**config.mk**
```make
export PLATFORM = sky130hd
export DESIGN_NAME = sfd_mac
export DESIGN_NICKNAME = d
export VERILOG_FILES = /design/src/hdl/sfd_pkg.sv /design/src/hdl/sfd_mac.sv
export SDC_FILE = /design/constraint.sdc
export NUM_CORES = 2
export LEC_CHECK = 0
export BUFFER_PORTS_ARGS = -buffer_cell sky130_fd_sc_hd__buf_2
export CAP_MARGIN = 30
export CORE_UTILIZATION = 50
export CTS_CLUSTER_SIZE = 14
export DETAILED_ROUTE_END_ITERATION = 10
export PLACE_DENSITY = 0.7
export SYNTH_ARGS = -nofsm -noshare
export SYNTH_HDL_FRONTEND = slang
export SYNTH_SLANG_ARGS = --single-unit
```
**constraint.sdc**
```tcl
create_clock -name clk_i -period 9.4 [get_ports clk_i]
set_input_delay 2.82 -clock clk_i [delete_from_list [all_inputs] [get_ports clk_i]]
set_output_delay 2.82 -clock clk_i [all_outputs]
set_load 0.01 [all_outputs]
```
**src/hdl/sfd_pkg.sv**
```systemverilog
package sfd_pkg;

  // default build parameters
  localparam int SFD_LINE_DEPTH  = 65536;
  localparam int SFD_SAMPLE_BITS = 24;

  // configuration port
  localparam int CFG_IDX_W  = 3;
  localparam int CFG_DATA_W = 32;

  typedef enum logic [CFG_IDX_W-1:0] {
    CFG_TARGET_DELAY  = 3'd0,
    CFG_FEEDBACK_GAIN = 3'd1,
    CFG_DAMPING_COEFF = 3'd2,
    CFG_WET_MIX       = 3'd3,
    CFG_PING_PONG     = 3'd4
  } cfg_idx_e;

  // register reset values
  localparam logic [31:0] DELAY_RESET    = 32'd1228800000;
  localparam logic [15:0] FEEDBACK_RESET = 16'd26214;
  localparam logic [16:0] DAMPING_RESET  = 17'd19661;
  localparam logic [16:0] WET_RESET      = 17'd19661;

  // fixed point constants
  localparam logic [16:0] ONE_Q16    = 17'd65536;
  localparam int          GLIDE_STEP = 13;
  localparam int          ROUND_HALF = 32768;

  // shared multiply-accumulate unit, operands cover samples up to 32 bits
  localparam int MAC_X_W   = 33;
  localparam int MAC_Y_W   = 18;
  localparam int MAC_ACC_W = MAC_X_W + MAC_Y_W + 1;

  typedef struct packed {
    logic                 en;
    logic                 load;
    logic [MAC_ACC_W-1:0] bias;
    logic [MAC_X_W-1:0]   x;
    logic [MAC_Y_W-1:0]   y;
  } mac_req_t;

endpackage

```
**src/hdl/sfd_mac.sv**
```systemverilog
module sfd_mac import sfd_pkg::*; (
  input  logic                        clk_i,
  input  mac_req_t                    req_i,
  output logic signed [MAC_ACC_W-1:0] acc_o
);

  logic signed [MAC_X_W+MAC_Y_W-1:0] prod;
  logic signed [MAC_ACC_W-1:0]       base;
  logic signed [MAC_ACC_W-1:0]       acc_d;
  logic signed [MAC_ACC_W-1:0]       acc_q;

  // one signed product added to a fresh bias or to the running sum
  assign prod  = $signed(req_i.x) * $signed(req_i.y);
  assign base  = req_i.load ? $signed(req_i.bias) : acc_q;
  assign acc_d = base + MAC_ACC_W'(prod);

  always_ff @(posedge clk_i) begin
    if (req_i.en) begin
      acc_q <= acc_d;
    end
  end

  assign acc_o = acc_q;

endmodule

```
==> impl_metrics.toml <==
[die]
start_util_pct = 51.1
io_pins = 158
die_h_um = 221
chipWidth_um = 221
core-area_mm2 = 0.0469
dieArea_mm2 = 0.0487
row_count = 79

[worst_hold_path]
worstHoldPathType = "flop to flop"
whs_path_depth = 2
whs_endpoint = "acc_o[0]$_DFFE_PP_"
min_from = "acc_o[0]$_DFFE_PP_"

[yosys]
synth_top_area_share_pct = 52.2
ys_top_cells_by_area = "fa_1 52%, inv_1 9.3%, ha_1 7.5%, and2_1 7.3%, edfxtp_1 6.5%"
synthDistinctLibCells = 54
synth_edf_count = 52
ys_async_sr_fraction_pct = 0
synthTopCellsByCount = "624 x fa_1, 590 x inv_1, 317 x nand2_1"
synth_most_common_cell = "fa_1"
synth-seq-cells = 52
syn_area_per_cell_um2 = 9.67
yosysTopAreaCell = "fa_1"
synthCells = 2474
netlist_area_mm2 = 0.0239
synth_ff_type = "edfxtp_1"
synth_warnings = 0
synth-seq-area-share_pct = 6.53
synth_nets = 3348

[place]
dp.cells = 3283
hpwl_um = 56500
gp_congestion = 0.932
postPlaceCellArea_mm2 = 0.0263
port_buffers = 157

[sta]
worst_slew_margin_rel_pct = 45.6
fin_skew_ns = 0.0109
timing.final.crit_share_pct = 97.6
tightest_slew_ns = 0.816
final-max-slew-violation-count = 0
max_freq_ghz = 0.109
finalSetupViolations = 0
hold_slack_ns = 0.711
hold_viol = 0
period_needed_ns = 9.18

[clocking]
clock_path_buffers = 2
cts_tree = "done"
cts_made_buffers = 5
post_cts_buffers = 0
cts_resized = 0
htreeDepth = 2
clk_latency_ns = 0.33
cts_num_sinks = 52
postCtsHoldBufs = 0
clk_pin_slew_worst_paths_ns = 0.09
cts-root-buf = "clkbuf_16"

[detailed_routing]
drt_first_iter_violations = 1032
post_drt_wl_per_cell_um = 19.4
dr.pass1.iters = 8
viasPerCell = 5.26
postRouteWirelength_um = 64000
ant_nets = 0
drc_errors = 16
vias = 17300

[finish]
area_growth_pct = 10.6
largest_reg_flops = 52
fin_nets = 3557
stdcell_area_mm2 = 0.0265
drive_gt1_share_pct = 12.5
instances_no_fill = 3293
fillers = 4200

[critical_path]
critical_path_peak_fanout = 15
critPathKind = "input port to flop"
reg2reg_from = "acc_o[16]$_DFFE_PP_"
worst-r2r-cell-count = 20
setup.worst_path.end_class = "flop"
worstPathRequired_ns = 9.48
cp-start-kind = "input port"
crit_arrival_ns = 9.26
reg2reg_to = "acc_o[50]$_DFFE_PP_"
r2r_slack_ns = 3.61

[grt]
grt_pass1_vias = 19400
grt-ovfl-total = 0
grt_pass1_wl_um = 103000
track_usage_pct = 28.2
grt_use_met1_pct = 35.5
gr-usage-met3_pct = 3.33
grt_util_met2_pct = 49.3
top_usage_layer = "met2"
antenna_found_initial = 6
grt_max_degree = 53

[job]
cap_violations = 0

[run_status]
run_status = "finished with violations"
violations = "design-rule violations"
==> metal layers <==
metal | part of all wire (%) | vias up
met1 | 38 | 8984
met5 | 0.070 | -
met4 | 4.2 | 6
met3 | 5.5 | 124
li1 | - | 7658
met2 | 52 | 543
==> cell type report <==
cell class | instances | area (um2) | area share [%]
diodes | 2 | 5.00 | 0.0189
clock buffers | 5 | 125 | 0.473
inverters | 591 | 2220 | 8.38
clock inverters | 3 | 27.5 | 0.104
flip-flops and latches | 52 | 1560 | 5.90
multi-input cells | 1727 | 19800 | 74.7
repair buffers | 306 | 1990 | 7.54
well taps | 607 | 759 | 2.87
==> worst max-delay path by stage <==
stage,from,to,slack [ns]
final,req_i[0],acc_o[45]$_DFFE_PP_,0.22
after global routing,req_i[5],acc_o[47]$_DFFE_PP_,-0.01
after CTS,req_i[0],acc_o[45]$_DFFE_PP_,0.24
after detailed placement,req_i[0],acc_o[45]$_DFFE_PP_,-0.09
after global placement,req_i[0],acc_o[45]$_DFFE_PP_,-0.05
after floorplan,req_i[50],acc_o[51]$_DFFE_PP_,0.06
==> per-stage QoR <==
stage / utilization, % / setup TNS [ns] / setup slack (ns)
finish: 56.5 / 0 / 0.224
global route: 56.5 / -0.0111 / -0.0111
global placement: 56.1 / -0.0489 / -0.0489
floorplan: - / 0 / 0.0611
detailed placement: 56.1 / -0.105 / -0.0912
CTS: 56.4 / 0 / 0.243
==> worst max-delay path: stages <==
cell and delay [ns]:
buf_2 0.17, buf_4 0.24, nand2_1 0.17, fa_1 0.60, fa_1 0.66, buf_12 0.18, inv_1 0.14, fa_1 0.55
fa_1 0.46, fa_1 0.57, fa_1 0.44, ha_1 0.32, ha_1 0.31, a2111oi_0 0.68, o21ai_0 0.18, nand2_1 0.10
o21ai_1 0.08, buf_4 0.18, a221oi_2 0.25, xnor2_1 0.10
==> placed cells by master (no fill, tap or decap), types with 6 or more instances in the layout <==
master    instances
xnor2_1          35
buf_2           156
nand4_1           7
buf_12            7
a31oi_1           7
mux2i_1          44
o21ai_0          27
inv_1           590
nand3_1           9
fa_1            623
o21bai_1          9
a21o_1           24
nand2_1         317
nand2b_1          9
nor3_1            6
nor2_1           51
nor2b_1           6
a21oi_1          48
xor2_1           23
and2_1          280
ha_1            144
buf_4           143
edfxtp_1         52
mux2_2            8
and3_1            6
==> logic make-up after synthesis <==
kind of cell	synth area share [%]
AO/OA/AOI/OAI	4.10
flip-flops	6.53
buffers and inverters	10.9
adder cells (fa/ha/maj)	59.7
AND/OR/NAND/NOR	14.4
multiplexers	2.22
XOR/XNOR	2.12
Power is not shown: default switching activity piles up to over one toggle a cycle in this logic, so the estimate is an artifact.
